$ cat config.mk
export PLATFORM = sky130hd
export DESIGN_NAME = sau_front
export DESIGN_NICKNAME = d
export VERILOG_FILES = /design/src/hdl/sigmoid_activation_unit_top_assert.svh /design/src/hdl/sau_pkg.sv /design/src/hdl/sau_front.sv
export SDC_FILE = /design/constraint.sdc
export NUM_CORES = 2
export LEC_CHECK = 0
export BUFFER_PORTS_ARGS = -buffer_cell sky130_fd_sc_hd__buf_2
export CORE_MARGIN = 4
export CORE_UTILIZATION = 45
export DETAILED_ROUTE_END_ITERATION = 7
export PLACE_DENSITY = 0.59
export SYNTH_ARGS = -nofsm -noshare
export SYNTH_HDL_FRONTEND = slang
export SYNTH_SLANG_ARGS = --single-unit
$ cat constraint.sdc
create_clock -name i_clk -period 27.9 [get_ports i_clk]
set_clock_uncertainty 0.1 [all_clocks]
set_input_delay 5.58 -clock i_clk [delete_from_list [all_inputs] [get_ports i_clk]]
set_output_delay 5.58 -clock i_clk [all_outputs]
set_load 0.1 [all_outputs]
$ cat src/hdl/sigmoid_activation_unit_top_assert.svh
// Assertion macros shared by the sigmoid activation unit RTL.
`ifndef SIGMOID_ACTIVATION_UNIT_TOP_ASSERT_SVH
`define SIGMOID_ACTIVATION_UNIT_TOP_ASSERT_SVH

// Checks that the consequent holds in the same cycle as the antecedent.
`define SAU_ASSERT_SAME(name, ante, cons, msg) \
    name: assert property (@(posedge i_clk) disable iff (!i_rst_n) (ante) |-> (cons)) \
        else $error(msg);

// Checks that the consequent holds in the cycle after the antecedent.
`define SAU_ASSERT_NEXT(name, ante, cons, msg) \
    name: assert property (@(posedge i_clk) disable iff (!i_rst_n) (ante) |=> (cons)) \
        else $error(msg);

`endif

$ cat src/hdl/sau_pkg.sv
// Types and constants of the sigmoid activation unit.
package sau_pkg;

    localparam logic OP_FORWARD  = 1'b0;
    localparam logic OP_BACKWARD = 1'b1;

    localparam int unsigned FRAC_W  = 10;
    localparam int unsigned WHOLE_W = 4;
    localparam int unsigned TERM_W  = 30;
    localparam int unsigned SUM_W   = 32;
    localparam int unsigned P_W     = 31;
    localparam int unsigned D_W     = 32;
    localparam int unsigned NUM_W   = 48;
    localparam int unsigned QUO_W   = 17;

    localparam logic signed [15:0] CLAMP_POS = 16'sd30720;
    localparam logic signed [15:0] CLAMP_NEG = -16'sd30720;

    localparam logic [WHOLE_W-1:0] WHOLE_CAP    = 4'd12;
    localparam int unsigned        SCALE_STAGES = 12;

    localparam int unsigned TERM_FIRST = 2;
    localparam int unsigned TERM_LAST  = 12;

    localparam logic [P_W-1:0] Q_ONE           = 31'h4000_0000;
    localparam logic [28:0]    EXP_NEG_ONE_Q30 = 29'd395007542;
    localparam logic [15:0]    ACT_MAX         = 16'hFFFF;

    typedef struct packed {
        logic               opcode;
        logic signed [15:0] pre_activation;
        logic [15:0]        activation;
        logic signed [15:0] upstream_gradient;
    } t_in_item;

    typedef struct packed {
        logic [15:0]        activation_out;
        logic signed [15:0] input_gradient;
    } t_out_item;

    typedef struct packed {
        logic               opcode;
        logic               pos;
        logic [WHOLE_W-1:0] whole;
        logic signed [15:0] grad;
    } t_side;

endpackage

$ cat src/hdl/sau_front.sv
// Input stages: clamp and split of x, and the backward gradient product.
module sau_front import sau_pkg::*; (
    input  logic              i_clk,
    input  logic              i_rst_n,
    input  logic              i_en,
    input  logic              i_valid,
    input  t_in_item          i_item,
    output logic              o_valid,
    output t_side             o_side,
    output logic [FRAC_W-1:0] o_frac
);

    logic signed [15:0] xc;
    logic [14:0]        mag_x;
    logic [4:0]         whole_full;
    logic [33:0]        yy_full;
    logic [15:0]        gmag;

    logic              r1_valid;
    t_side             r1_side;
    logic [FRAC_W-1:0] r1_frac;
    logic [30:0]       r1_yy;
    logic [15:0]       r1_gmag;
    logic              r1_gneg;

    logic [46:0]        prod;
    logic [14:0]        q15;
    logic signed [15:0] n_grad;
    t_side              n_side;

    logic              r2_valid;
    t_side             r2_side;
    logic [FRAC_W-1:0] r2_frac;

    always_comb begin
        if (i_item.pre_activation > CLAMP_POS) begin
            xc = CLAMP_POS;
        end else if (i_item.pre_activation < CLAMP_NEG) begin
            xc = CLAMP_NEG;
        end else begin
            xc = i_item.pre_activation;
        end
        mag_x      = xc[15] ? 15'(-xc) : xc[14:0];
        whole_full = mag_x[14:10];
        yy_full    = 34'(i_item.activation) * 34'(17'h10000 - 17'(i_item.activation));
        gmag       = i_item.upstream_gradient[15] ? 16'(-i_item.upstream_gradient)
                                                  : 16'(i_item.upstream_gradient);
    end

    always_ff @(posedge i_clk) begin
        if (!i_rst_n) begin
            r1_valid <= 1'b0;
        end else if (i_en) begin
            r1_valid <= i_valid;
        end
    end

    always_ff @(posedge i_clk) begin
        if (i_en) begin
            r1_side.opcode <= i_item.opcode;
            r1_side.pos    <= !i_item.pre_activation[15] && (i_item.pre_activation != 16'sd0);
            r1_side.whole  <= (whole_full > 5'(WHOLE_CAP)) ? WHOLE_CAP : whole_full[3:0];
            r1_side.grad   <= '0;
            r1_frac        <= mag_x[FRAC_W-1:0];
            r1_yy          <= yy_full[30:0];
            r1_gmag        <= gmag;
            r1_gneg        <= i_item.upstream_gradient[15];
        end
    end

    always_comb begin
        prod   = 47'(r1_yy) * 47'(r1_gmag);
        q15    = prod[46:32];
        n_grad = r1_gneg ? -$signed({1'b0, q15}) : $signed({1'b0, q15});
        n_side = r1_side;
        n_side.grad = (r1_side.opcode == OP_BACKWARD) ? n_grad : 16'sd0;
    end

    always_ff @(posedge i_clk) begin
        if (!i_rst_n) begin
            r2_valid <= 1'b0;
        end else if (i_en) begin
            r2_valid <= r1_valid;
        end
    end

    always_ff @(posedge i_clk) begin
        if (i_en) begin
            r2_side <= n_side;
            r2_frac <= r1_frac;
        end
    end

    assign o_valid = r2_valid;
    assign o_side  = r2_side;
    assign o_frac  = r2_frac;

endmodule

==> summary.md <==
| Metric | Value |
|---|---|
| Crit. path cell count | 29 |
| CP max stage delay | 560 ps |
| Initial antenna violation count | 0 |
| Post-CTS setup buffer count | 0 |
| Routed len/inst | 18.21 um |
| GR Overflow Total | 0 |
| Synth-to-Final Area Change | 4.817% |
| Final Cycle Share | 0.4863 |
| Peak Freq | 73.71 MHz |
| Htree depth | 3 |
| R2R Path Start | r1_yy[26] |
| Crit path capture | r1_yy[29] |
| Final Hold Viols | 0 |
| Yosys top cell area share | 0.4235 |
| Chip Height | 261.3 um |
| Synth Instances | 3118 |
| Number of global-route vias before repair | 22560 |
| Clock tree root buffer cell | clkbuf_16 |
| Reg clk slew, reported paths | 80 ps |
| Largest cells by area after synthesis | fa_1 (42%), ha_1 (10%), edfxtp_1 (10%) |
| IO Count | 86 |
| Hold Crit Class | reg -> reg |
| Critical path arrival | 13610 ps |
| Max-cap viol count | 0 |
| Avg Inst Size Synth | 9.263 um2 |
| CP delay by family, top | adder cells |
| Final Max Slew Viols | 0 |
| Final nets | 4012 |
| RSZ-0062 raised after global routing | false |
| Crit path capture type | flip-flop |
| Worst Hold Depth | 0 |
| Seq/Total Area, Yosys | 0.1012 |
| CTS tree | built |
| Synth warn | 0 |
| Worst-Skew Late Latency | 410 ps |
| CP Launch Type | primary input |
| DRC errors left | 0 |
| CP Max Fanout | 31 |
| FF-to-FF path depth | 21 |
| Post-CTS Hold Fix Bufs | 0 |
| Via count | 20850 |
| Fraction of layout cells with a size suffix above 1 | 0.04468 |
| CORE AREA | 63310 um2 |
| Largest net degree at the start of global routing | 58 |
| ANT cells | 0 |
| R2R Path End | o_side[15] |
| Distinct cells, synth | 76 |
| CTS Buffer Depth | 2 |
| Drt pass-1 iters | 5 |
| CTS Buf Count | 9 |
| Critical path class | in -> reg |
| Detail Placement HPWL | 55.23 mm |
| Post-Route WL | 72.07 mm |
| Sink Count | 98 |
| CP bufs+invs | 5 |
| Final estimated routing congestion in global placement | 0.8678 |
| Status | finished, final reports clean |
| Starting DRT DRC Count | 1254 |
| Starting density of the core | 0.4562 |
| Filler cells | 6076 |
| Crit. Startpoint | i_item[16] |
| Required @ worst endpoint | 27940 ps |
| Post-synth top cells | inv_1 (707), fa_1 (611), nand2_1 (363), ha_1 (241), and2_1 (236) |
| Setup Viol. Count Final | 0 |
| Mapped Area | 28880 um2 |
| GRT Util Overall | 0.2204 |
| Async SR Flop Fraction | 0 |
| Worst-path cell with the longest stage delay | fa_1 |
| Most frequent CP cell | fa_1 |
| Post-CTS sizing | 0 |
| PortBufs | 85 |
| Setup_tns | 0 ps |
| Synth Register Bits | 98 |
| R2R setup slack | 19650 ps |
| Full die area | 68300 um2 |
| Post-DRT Antenna Nets | 0 |
| Number of flops mapped to enable cells by yosys | 96 |
| Row count | 92 |
| Chip width | 261.3 um |
| Slew margin rel. | 0.2903 |
| First-pass GRT wire length | 118.9 mm |
| Crit path time final | 13570 ps |
| Slew @ Worst Pin | 1051 ps |
| Vias per cell | 5.269 |
| Most common cell in the netlist | inv_1 |
| Cell taking the most area after synthesis | fa_1 |
| Most used DFF post-synth | edfxtp_1 |
==> per-stage QoR <==
stage | utilization | instances | cell area [um2] | hold slack, ps | setup WS (ps)
4_1_cts | 0.4782 | 3957 | 30270 | 326.3 | 14370
3_5_place_dp | 0.4739 | 3942 | 30000 | 307.5 | 13950
2_1_floorplan | - | 3128 | 28920 | 300.3 | 14760
6_report | 0.4782 | 3957 | 30270 | 325.7 | 14330
3_3_place_gp | 0.4739 | 3942 | 30000 | 304.0 | 14140
5_1_grt | 0.4782 | 3957 | 30270 | 338.0 | 13830
==> worst min-delay path by stage <==
stage,startpoint,end,slack [ps]
floorplan,r1_frac[0],o_frac[0],300
global placement,n_side[19],o_side[19],300
detailed placement,n_side[16],o_side[16],310
CTS,n_side[16],o_side[16],330
global route,r1_frac[7],o_frac[7],340
finish,r1_frac[6],o_frac[6],330
==> layer usage <==
metal	share of wire	vias to the layer above	GRT usage	routed length, um
li1	-	9327	-	-
met1	0.42	10800	0.2954	30470
met2	0.50	597	0.3754	35890
met3	0.052	131	0.03046	3762
met4	0.027	0	0.06570	1948
met5	0	-	0	0
==> cell usage in the layout, fill, tap and decap left out, types with 8 or more instances in the layout <==
master	instances
nand2_1	363
a21oi_1	52
o31ai_1	10
or3_1	12
mux2i_1	12
xnor2_1	49
a21o_1	18
nand2b_1	147
nand4_1	13
conb_1	12
nor3_1	25
clkbuf_16	9
o21ai_0	41
inv_1	707
xor2_1	17
ha_1	241
o21a_1	10
buf_4	18
nor2_1	80
and3_1	9
o211ai_1	8
nor2b_1	84
edfxtp_1	96
and2_1	236
nand3_1	30
nor4_1	9
fa_1	611
buf_2	84
==> cell families (layout without fill, tap and decap cells) <==
kind of cell,Yosys count,count (layout),synth area share
AO/OA/AOI/OAI,204,204,0.04856
XOR/XNOR,66,66,0.02001
adder cells (fa/ha/maj),852,852,0.5279
buffers and inverters,841,824,0.1103
flip-flops,98,98,0.1012
multiplexers,12,12,0.004159
other,2,12,0.0002600
AND/OR/NAND/NOR,1043,1043,0.1876
==> layout make-up <==
class | instances | area (um2) | share of cell area
clock buffers | 9 | 225.2 | 0.007439
well taps | 846 | 1059 | 0.03496
clock inverters | 6 | 47.55 | 0.001571
inverters | 707 | 2654 | 0.08766
flip-flops and latches | 98 | 2923 | 0.09654
repair buffers | 102 | 555.5 | 0.01835
multi-input cells | 2189 | 22810 | 0.7535
==> state kept, by name, indices dropped and copies added, names as in the netlist <==
name / cells
r1_frac: 10
r1_valid: 1
o_frac: 10
r1_yy: 31
r1_gneg: 1
r1_gmag: 16
o_valid: 1
o_side: 22
n_side: 6
Power is left out: the tool's default activity adds up to more than one toggle a clock period on the data nets, which glitch-free logic cannot reach.
