[config.mk]
export PLATFORM = sky130hd
export DESIGN_NAME = sau_div
export DESIGN_NICKNAME = d
export VERILOG_FILES = /design/src/hdl/sigmoid_activation_unit_top_assert.svh /design/src/hdl/sau_pkg.sv /design/src/hdl/sau_div.sv
export SDC_FILE = /design/constraint.sdc
export NUM_CORES = 2
export LEC_CHECK = 0
export BUFFER_PORTS_ARGS = -buffer_cell sky130_fd_sc_hd__buf_2
export CAP_MARGIN = 20
export CORE_MARGIN = 5
export CORE_UTILIZATION = 40
export CTS_CLUSTER_DIAMETER = 200
export DETAILED_ROUTE_END_ITERATION = 8
export GPL_ROUTABILITY_DRIVEN = 1
export GPL_TIMING_DRIVEN = 0
export PLACE_DENSITY = 0.57
export SKIP_LAST_GASP = 1
export SLEW_MARGIN = 20
export SYNTH_ARGS = -nofsm -noshare
export SYNTH_HDL_FRONTEND = slang
export SYNTH_SLANG_ARGS = --single-unit
[constraint.sdc]
create_clock -name i_clk -period 3.9 [get_ports i_clk]
set_input_delay 0.195 -clock i_clk [delete_from_list [all_inputs] [get_ports i_clk]]
set_output_delay 0.195 -clock i_clk [all_outputs]
set_load 0.02 [all_outputs]
[src/hdl/sigmoid_activation_unit_top_assert.svh]
// Assertion macros shared by the sigmoid activation unit RTL.
`ifndef SIGMOID_ACTIVATION_UNIT_TOP_ASSERT_SVH
`define SIGMOID_ACTIVATION_UNIT_TOP_ASSERT_SVH

// Checks that the consequent holds in the same cycle as the antecedent.
`define SAU_ASSERT_SAME(name, ante, cons, msg) \
    name: assert property (@(posedge i_clk) disable iff (!i_rst_n) (ante) |-> (cons)) \
        else $error(msg);

// Checks that the consequent holds in the cycle after the antecedent.
`define SAU_ASSERT_NEXT(name, ante, cons, msg) \
    name: assert property (@(posedge i_clk) disable iff (!i_rst_n) (ante) |=> (cons)) \
        else $error(msg);

`endif

[src/hdl/sau_pkg.sv]
// Types and constants of the sigmoid activation unit.
package sau_pkg;

    localparam logic OP_FORWARD  = 1'b0;
    localparam logic OP_BACKWARD = 1'b1;

    localparam int unsigned FRAC_W  = 10;
    localparam int unsigned WHOLE_W = 4;
    localparam int unsigned TERM_W  = 30;
    localparam int unsigned SUM_W   = 32;
    localparam int unsigned P_W     = 31;
    localparam int unsigned D_W     = 32;
    localparam int unsigned NUM_W   = 48;
    localparam int unsigned QUO_W   = 17;

    localparam logic signed [15:0] CLAMP_POS = 16'sd30720;
    localparam logic signed [15:0] CLAMP_NEG = -16'sd30720;

    localparam logic [WHOLE_W-1:0] WHOLE_CAP    = 4'd12;
    localparam int unsigned        SCALE_STAGES = 12;

    localparam int unsigned TERM_FIRST = 2;
    localparam int unsigned TERM_LAST  = 12;

    localparam logic [P_W-1:0] Q_ONE           = 31'h4000_0000;
    localparam logic [28:0]    EXP_NEG_ONE_Q30 = 29'd395007542;
    localparam logic [15:0]    ACT_MAX         = 16'hFFFF;

    typedef struct packed {
        logic               opcode;
        logic signed [15:0] pre_activation;
        logic [15:0]        activation;
        logic signed [15:0] upstream_gradient;
    } t_in_item;

    typedef struct packed {
        logic [15:0]        activation_out;
        logic signed [15:0] input_gradient;
    } t_out_item;

    typedef struct packed {
        logic               opcode;
        logic               pos;
        logic [WHOLE_W-1:0] whole;
        logic signed [15:0] grad;
    } t_side;

endpackage

[src/hdl/sau_div.sv]
// Rounded division pipeline producing the sigmoid quotient one bit per stage.
module sau_div import sau_pkg::*; (
    input  logic             i_clk,
    input  logic             i_rst_n,
    input  logic             i_en,
    input  logic             i_valid,
    input  t_side            i_side,
    input  logic [P_W-1:0]   i_p,
    output logic             o_valid,
    output t_side            o_side,
    output logic [QUO_W-1:0] o_quo
);

    logic [D_W-1:0]   d;
    logic [NUM_W-1:0] num;

    logic             r0_valid;
    t_side            r0_side;
    logic [D_W-1:0]   r0_d;
    logic [NUM_W-1:0] r0_num;

    logic             w_valid [0:QUO_W];
    t_side            w_side  [0:QUO_W];
    logic [D_W-1:0]   w_d     [0:QUO_W];
    logic [NUM_W-1:0] w_rem   [0:QUO_W];
    logic [QUO_W-1:0] w_quo   [0:QUO_W];

    always_comb begin
        d   = D_W'(Q_ONE) + D_W'(i_p);
        num = i_side.pos ? (NUM_W'(1) << 46) : (NUM_W'(i_p) << 16);
        num = num + NUM_W'(d >> 1);
    end

    always_ff @(posedge i_clk) begin
        if (!i_rst_n) begin
            r0_valid <= 1'b0;
        end else if (i_en) begin
            r0_valid <= i_valid;
        end
    end

    always_ff @(posedge i_clk) begin
        if (i_en) begin
            r0_side <= i_side;
            r0_d    <= d;
            r0_num  <= num;
        end
    end

    assign w_valid[0] = r0_valid;
    assign w_side[0]  = r0_side;
    assign w_d[0]     = r0_d;
    assign w_rem[0]   = r0_num;
    assign w_quo[0]   = '0;

    for (genvar k = 0; k < QUO_W; k++) begin : g_bit
        localparam int unsigned B = QUO_W - 1 - k;

        logic             r_valid;
        t_side            r_side;
        logic [D_W-1:0]   r_d;
        logic [NUM_W-1:0] r_rem;
        logic [QUO_W-1:0] r_quo;
        logic [NUM_W-1:0] shifted_d;
        logic             take;

        always_comb begin
            shifted_d = NUM_W'(w_d[k]) << B;
            take      = w_rem[k] >= shifted_d;
        end

        always_ff @(posedge i_clk) begin
            if (!i_rst_n) begin
                r_valid <= 1'b0;
            end else if (i_en) begin
                r_valid <= w_valid[k];
            end
        end

        always_ff @(posedge i_clk) begin
            if (i_en) begin
                r_side <= w_side[k];
                r_d    <= w_d[k];
                r_rem  <= take ? w_rem[k] - shifted_d : w_rem[k];
                r_quo  <= w_quo[k] | (QUO_W'(take) << B);
            end
        end

        assign w_valid[k+1] = r_valid;
        assign w_side[k+1]  = r_side;
        assign w_d[k+1]     = r_d;
        assign w_rem[k+1]   = r_rem;
        assign w_quo[k+1]   = r_quo;
    end

    assign o_valid = w_valid[QUO_W];
    assign o_side  = w_side[QUO_W];
    assign o_quo   = w_quo[QUO_W];

endmodule

==> impl_metrics.csv <==
group,metric,value,unit
worst_setup_path,crit_buf_inv,3,
synth,syn_area_per_cell,11.7,um^2
timing,relSlewSlack,18.4,%
worst_setup_path,crit_path_top_delay_cell,"edfxtp_1",
worst_setup_path,r2r-end,"g_bit[4].r_rem[21]",
synth,ys_seq_area_share,57.7,%
power,comb_power_share,39.0,%
drt,wl_per_cell,19.0,um
drt,drc_errors,0,
final_layout,multi_input_area,37000,um^2
global_routing,grt_max_degree,151,
worst_setup_path,cp_top_family,"compound AO/OA/AOI/OAI gates",
clock_tree,clock-sinks,1775,
drt,num_vias,60800,
final_layout,drive_above_1_share,11.0,%
final_layout,area_growth,15.8,%
synth,synth_edf_count,1757,
synth,netlist_area,92000,um^2
global_routing,antenna_found_initial,3,
timing,rsz0062_at_grt,"true",
synth,synth-seq-cells,1775,
clock_tree,cts.path.max_buffers,3,
die,core_area,229000,um^2
worst_setup_path,r2r-start,"g_bit[3].r_d[13]",
clock_tree,htree_levels,4,
worst_setup_path,ff2ff_setup_slack,0.03,ns
die,pin_count,97,
worst_setup_path,cp_cell_sequence,"inv_1 > ha_1 > fa_1 > nor2b_1 > o31a_1 > o31a_1 > nor4_4 > nor2_4 > o211ai_1 > nand2_1 > a21o_4 > clkbuf_8 > clkbuf_4 > a21oi_2",
placement,dp_hpwl,165000,um
power,power,77100,uW
run,drv_cap,0,
timing,finalCritPeriodShare,99.1,%
final_layout,seqCellArea,53100,um^2
power,powerDensity,724,nW/um^2
die,num_rows,176,
placement,io_buffers,96,
global_routing,grt_pass1_wl,343000,um
worst_setup_path,cpMostUsedCell,"o31a_1",
clock_tree,cts_tree,"done",
power,ir_drop,0.000514,V
drt,drt-pass1-iter-count,6,
synth,synth-main-ff-cell,"edfxtp_1",
worst_setup_path,end_kind,"register",
clock_tree,cts_inserted_buffers,203,
synth,synthCells,7862,
synth,yosys_warnings,0,
worst_setup_path,start_kind,"register",
worst_setup_path,crit_type,"reg2reg",
power,seqPwrFrac,37.3,%
worst_setup_path,max_stage_delay,0.41,ns
worst_setup_path,crit_cells,14,
worst_setup_path,crit_required,4.58,ns
hold_path,min_to,"r0_side[8]",
timing,hold_viol,0,
drt,ant_nets,0,
power,switching_power,27400,uW
synth,ys_types,100,
synth,syn_nets,8495,
synth,async_flop_share,0,%
timing,setup_viol,0,
worst_setup_path,worstPathArrival,4.54,ns
hold_path,hp-class,"in2reg",
die,die_w,490,um
placement,gp_congestion,0.937,
timing,period_minus_slack,3.87,ns
global_routing,track_usage,18.2,%
die,start_util,40.1,%
timing,skew,0.0644,ns
timing,setup_ws,0.0348,ns
global_routing,grt_overflow_total,0,
clock_tree,insertion_delay,0.86,ns
power,intPower,49800,uW
drt,drt_wl_total,219000,um
placement,place_ws,-1.72,ns
power,clockPowerShare,23.8,%
drt,avgViaCountPerCell,5.27,
timing,tightest_slew,1.21,ns
timing,slew_viol_final,0,
hold_path,hold_path_depth,2,
worst_setup_path,crit_fanout,10,
final_layout,fillers,20600,
worst_setup_path,reg2reg_depth,14,
hold_path,hp-start,"i_side[8]",
clock_tree,clkTransAtPathRegs,0.06,ns
clock_tree,root_buffer,"clkbuf_16",
power,p_leak,0.0412,uW
power,netSwitchingFraction,35.5,%
global_routing,grt_pass1_vias,64600,
final_layout,nets,8976,
die,die_area,240000,um^2
drt,drt_iter0_drc,3134,
timing,max_freq,259,MHz
die,fp.dieH,490,um
status,status,"finished, final reports clean",
[layout make-up]
type	count	share of cell area, %
diodes	3	0.00704
inverters	661	2.35
repair buffers	286	2.42
clock buffers	252	5.02
well taps	3026	3.55
multi-input cells	5209	34.7
clock inverters	118	1.10
plain buffers	207	1.04
flip-flops and latches	1775	49.8
[placed cells by master, fill, tap and decap left out, types with 22 or more instances in the layout]
cell type      count
o21ai_1           24
nor4_1            51
clkbuf_1         154
nor3_1            96
nand4_1          126
buf_2            126
a21oi_2           25
or3_1             44
a31oi_1           36
and4_1            22
dlygate4sd3_1     88
xor2_1           241
a211oi_1          41
mux2_2           101
nor2b_1          114
a21oi_1          619
clkinv_1          44
ha_1             543
a21o_1           297
and2_1            26
buf_4             81
o31ai_1           29
nand2b_1          76
o21ai_0          482
edfxtp_1        1757
nor2_1           486
o211ai_1          29
xnor2_1          330
o21bai_1          78
mux2i_1           23
clkinv_2          33
clkbuf_16        208
and3_1            53
o21a_1            76
inv_1            646
nand2_1          574
nand3_1          128
[flip-flops by register name (all words and copies together) (netlist names)]
signal / flops
g_bit.r_quo: 136
o_quo: 17
r0_side: 22
g_bit.r_valid: 16
o_valid: 1
o_side: 22
g_bit.r_side: 352
r0_d: 32
r0_valid: 1
r0_num: 32
g_bit.r_rem: 632
g_bit.r_d: 512
[repair_timing]
item                                    CTS  global route
endpoints found under the setup margin  640           668
setup buffers                            46            37
gates cloned                              0             3
hold buffers                             88             0
pin swaps                                48            68
gates resized for setup                 250           202
hold endpoints to repair                177             0
[cell families (layout without fill, tap and decap cells)]
logic type | after synthesis | in the layout | synth area share [%]
compound gates | 2009 | 2009 | 13.6
fa+ha+maj | 576 | 576 | 7.97
xor+xnor | 573 | 573 | 5.45
mux | 129 | 129 | 1.55
buf+inv | 878 | 1524 | 3.65
other cells | 0 | 3 | 0
simple gates | 1922 | 1922 | 10.1
flops | 1775 | 1775 | 57.7
[layer usage]
layer / share of wire, % / up-vias / wire (um) / global-route usage [%]
li1: - / 30000 / - / -
met1: 34 / 28800 / 73500 / 16.4
met2: 56 / 1281 / 124000 / 37.2
met3: 2.8 / 700 / 6030 / 2.39
met4: 7.2 / 0 / 15900 / 11.5
met5: 0 / - / 0 / 0
[power groups by stage]
stage	registers [uW]	logic (uW)	clock network (uW)
2_1_floorplan	28200	21200	0
3_3_place_gp	30100	27800	0
3_5_place_dp	29100	28100	0
4_1_cts	28700	29300	19000
5_1_grt	29200	33300	19900
6_report	28700	30100	18300
[synth_stat cells, types with 101 or more instances]
library cell,number,area (um^2)
a21o_1,299,2240
a21oi_1,646,3230
clkbuf_1,165,619
edfxtp_1,1757,52800
ha_1,559,6990
inv_1,658,2470
mux2_2,101,1140
nand2_1,578,2170
nand3_1,129,646
nand4_1,126,788
nor2_1,491,1840
nor2b_1,116,726
nor3_1,103,515
o21ai_0,508,2540
xnor2_1,332,2910
xor2_1,241,2110
[worst max path at each step]
stage	slack, ns	endpoint	from
after floorplan	0.31	g_bit[15].r_rem[41]	g_bit[14].r_d[2]
after global placement	-25.36	o_side[10]	i_en
after detailed placement	-1.72	g_bit[4].r_rem[20]	g_bit[3].r_d[13]
after CTS	-0.008	g_bit[10].r_rem[46]	g_bit[9].r_d[7]
after global routing	-0.11	g_bit[15].r_rem[41]	g_bit[14].r_d[2]
final	0.03	g_bit[4].r_rem[21]	g_bit[3].r_d[13]
[metrics by stage]
step | utilization [%] | area (um^2) | hold WS [ns] | instances | setup TNS [ns]
floorplan | - | 92000 | 0.294 | 7862 | 0
global placement | 42.0 | 96300 | 0.371 | 11000 | -
detailed placement | 42.2 | 96800 | 0.373 | 11000 | -552.80
CTS | 46.0 | 106000 | 0.00210 | 11500 | -0.00770
global route | 46.5 | 107000 | 0.0440 | 11500 | -2.06
finish | 46.5 | 107000 | 0.0922 | 11500 | 0
Power figures use the tool's default switching activity.
